==> config.mk <==
export PLATFORM = sky130hd
export DESIGN_NAME = lgs_ram
export DESIGN_NICKNAME = d
export VERILOG_FILES = /design/src/sv/lgs_ram.sv
export SDC_FILE = /design/constraint.sdc
export NUM_CORES = 1
export LEC_CHECK = 0
export BUFFER_PORTS_ARGS = -buffer_cell sky130_fd_sc_hd__buf_2
export CORE_ASPECT_RATIO = 0.9
export CORE_MARGIN = 5
export CORE_UTILIZATION = 54
export DETAILED_ROUTE_END_ITERATION = 10
export PLACE_DENSITY_LB_ADDON = 0.12
export SLEW_MARGIN = 25
export SYNTH_ARGS = -nofsm -noshare
export SYNTH_HDL_FRONTEND = slang
export SYNTH_SLANG_ARGS = --single-unit
==> constraint.sdc <==
create_clock -name clk -period 1.6 [get_ports clk]
set_input_delay 0.16 -clock clk [delete_from_list [all_inputs] [get_ports clk]]
set_output_delay 0.16 -clock clk [all_outputs]
set_load 0.1 [all_outputs]
==> src/sv/lgs_ram.sv <==
`timescale 1ns / 1ps

module lgs_ram #(
  parameter int WIDTH = 8,
  parameter int DEPTH = 16
) (
  input  logic                     clk,
  input  logic                     we,
  input  logic [$clog2(DEPTH)-1:0] waddr,
  input  logic [WIDTH-1:0]         wdata,
  input  logic [$clog2(DEPTH)-1:0] raddr,
  output logic [WIDTH-1:0]         rdata
);

  logic [WIDTH-1:0] mem [DEPTH];

  always_ff @(posedge clk) begin
    if (we) begin
      mem[waddr] <= wdata;
    end
    rdata <= mem[raddr];
  end

endmodule

==> metrics.cfg <==
[die]
die_area_mm2 = 0.0116
fp.dieW_um = 113
core_mm2 = 0.00921
row_count = 33
initial_core_util = 0.559
pin_count = 26
die-height_um = 103

[setup_path]
reg2reg_from = mem[9][3]
r2r_slack_ns = 0.23
crit_path_end_kind = output port
worst_ep_required_time_ns = 1.44
crit_chain = buf_2
path_class = flip-flop to output port
critPathTopFamily = buffers and inverters
startpoint_type = flip-flop
cp_max_fo = 1
r2r_cells = 3
r2r-end = rdata[3]
cp_num_buf_inv = 1
cp.arrival_ns = 1.31
cp_slowest_stage_delay_ns = 0.45
cp_slowest_cell = buf_2

[hold_path]
holdPathStages = 1
min_path_type = input port to flip-flop
holdPathEnd = mem[1][2]
hold_start = wdata[2]

[status]
status = complete, no violations

[grt]
grt_pass1_wl_um = 15000
grt_usage = 0.185
grt_pass1_vias = 2568
antenna_found_initial = 0
grt_max_degree = 19
overflow = 0

[logic_synthesis]
synthDistinctLibCells = 19
ys_seq_elements = 136
yosysWarnings = 0
synth_nets = 247
synth_top_area_share = 0.747
yosys.area.top_type = edfxtp_1
synthCells = 229
synth_area_leaders = edfxtp_1, mux4_2, mux4_1
synth_seq_area_share = 0.778
syn_area_per_cell_um2 = 22.5
synth_area_mm2 = 0.00515

[drt]
wl_per_cell_um = 22.9
met1_length_um = 4220
drtIter0Drc = 232
routed_wl_um = 9700
drt-pass1-iter-count = 4
met2_wirelength_um = 4660
highest_layer = met4
dr_wl_met3_um = 718
num_vias = 2459
drc_errors = 0
vias_per_cell = 5.80
final_antenna_net_count = 0

[sta]
fin_crit_sh = 0.920
fin_skew_ns = 0.00578
final-max-slew-violation-count = 0
max-slew-margin-rel = 0.478
hold_slack_ns = 0.0379
fmax_mhz = 679
hold_viol = 0
period_minus_slack_ns = 1.47
rsz0062_at_grt = no
tightestPinTransition_ns = 0.781
setup_violations = 0
timing.setup.tns_ns = 0

[clock_tree]
tritoncts = yes
ctsHtreeMaxLevel = 4
clk_latency_ns = 0.51
cts_setup_buffers = 0
cts.sinks = 136
ctsResizeCount = 0
cts_hold_buf = 0
clkSlewWorstSetupHoldPaths_ns = 0.06
cts-root-buf = clkbuf_8
cts_buffers = 17
clockBufferDepth = 2

[layout]
area_delta_synth_final_pct = 18.6
final_nets = 307
final_layout_size_suffix_gt1_frac = 0.325
final_area_mm2 = 0.00610
antenna_cells = 0

[power]
power_density_mw_per_mm2 = 1310
p_leak_nw = 2.09
irDropWorstVdd_mv = 0.830
power_mw = 7.98

[flow_run]
maxCapViolCount = 0

[placed_design]
port_buffers = 25
finalWeightedCongestion = 0.733
placed_cell_area_mm2 = 0.00558
dp_hpwl_um = 6130

[synth_stat cells (all sizes together)]
cell,n
and2,1
clkdlybuf4s25,3
and2b,1
or3b,1
nand3,1
nand2,9
nor3,4
edfxtp,128
a22oi,16
nor2,13
mux4,32
nor2b,1
nand2b,2
dfxtp,8
buf,7
nand3b,2
[where the power goes]
| group | internal [mW] | total (mW) | switching [mW] |
|---|---|---|---|
| clock network | 2.03 | 3.42 | 1.39 |
| logic | 0.175 | 0.556 | 0.381 |
| registers | 3.98 | 4.00 | 0.0206 |
| total | 6.19 | 7.98 | 1.79 |
[cells by family (layout without fill, tap and decap cells)]
| logic type | after synthesis | after routing | share of synthesized area |
|---|---|---|---|
| flops | 136 | 136 | 0.778 |
| buf+inv | 10 | 83 | 0.0168 |
| compound gates | 16 | 16 | 0.0233 |
| simple gates | 35 | 35 | 0.0318 |
| mux | 32 | 32 | 0.150 |
[state kept, by name, summed over array words and instances, names as in the netlist]
signal and flops:
rdata 8, mem 128
[worst max path at each step]
| stage | from | to | slack, ns | cells past startpoint |
|---|---|---|---|---|
| 3_3_place_gp | raddr[0] | rdata[1] | 0.01 | 6 |
| 2_1_floorplan | waddr[2] | mem[3][0] | 0.17 | 2 |
| 5_1_grt | rdata[6] | rdata[6] | 0.08 | 1 |
| 4_1_cts | rdata[6] | rdata[6] | 0.1 | 1 |
| 6_report | rdata[6] | rdata[6] | 0.13 | 1 |
| 3_5_place_dp | raddr[0] | rdata[1] | -0.0008 | 6 |
[layout make-up]
cell class                      instances  area, um2
Clock buffer                           18        418
Clock inverter                         14        109
Fill cell                             584       3100
Multi-Input combinational cell         83       1060
Sequential cell                       136       4000
Tap cell                              122        153
Timing Repair Buffer                   51        358
[through the flow]
step | util | worst slack [ns] | cells
final | 0.663 | 0.128 | 424
after global routing | 0.663 | 0.0812 | 424
after CTS | 0.663 | 0.0956 | 424
after detailed placement | 0.606 | -0.000809 | 392
after global placement | 0.606 | 0.00976 | 392
after floorplan | - | 0.174 | 229
[layout by cell type, fill, tap and decap left out]
| cell type | Yosys | routed |
|---|---|---|
| buf_4 | 1 | 23 |
| clkinv_1 | 0 | 4 |
| buf_2 | 3 | 25 |
| nor3_2 | 0 | 1 |
| inv_6 | 0 | 1 |
| mux4_2 | 18 | 18 |
| nand3_1 | 1 | 1 |
| mux4_1 | 14 | 14 |
| clkbuf_8 | 0 | 1 |
| nand2_1 | 9 | 9 |
| nor2_1 | 13 | 13 |
| clkinv_4 | 0 | 2 |
| a22oi_1 | 16 | 16 |
| and2b_1 | 1 | 1 |
| nand3b_1 | 2 | 2 |
| and2_1 | 1 | 1 |
| clkinvlp_4 | 0 | 3 |
| bufinv_16 | 0 | 1 |
| clkbuf_16 | 0 | 16 |
| or3b_2 | 1 | 1 |
| dfxtp_1 | 8 | 8 |
| clkinv_2 | 0 | 3 |
| clkbuf_1 | 0 | 1 |
| nor3_1 | 4 | 3 |
| buf_12 | 0 | 3 |
| nand2b_1 | 2 | 2 |
| nor2b_1 | 1 | 1 |
| edfxtp_1 | 128 | 128 |
[routing by layer]
layer  track usage  vias to the layer above
li1              -                     1097
met1         0.267                     1268
met2         0.279                       85
met3        0.0464                        9
met4        0.0721                        0
met5             0                        -
No activity file was read; power rests on OpenSTA's default activity.
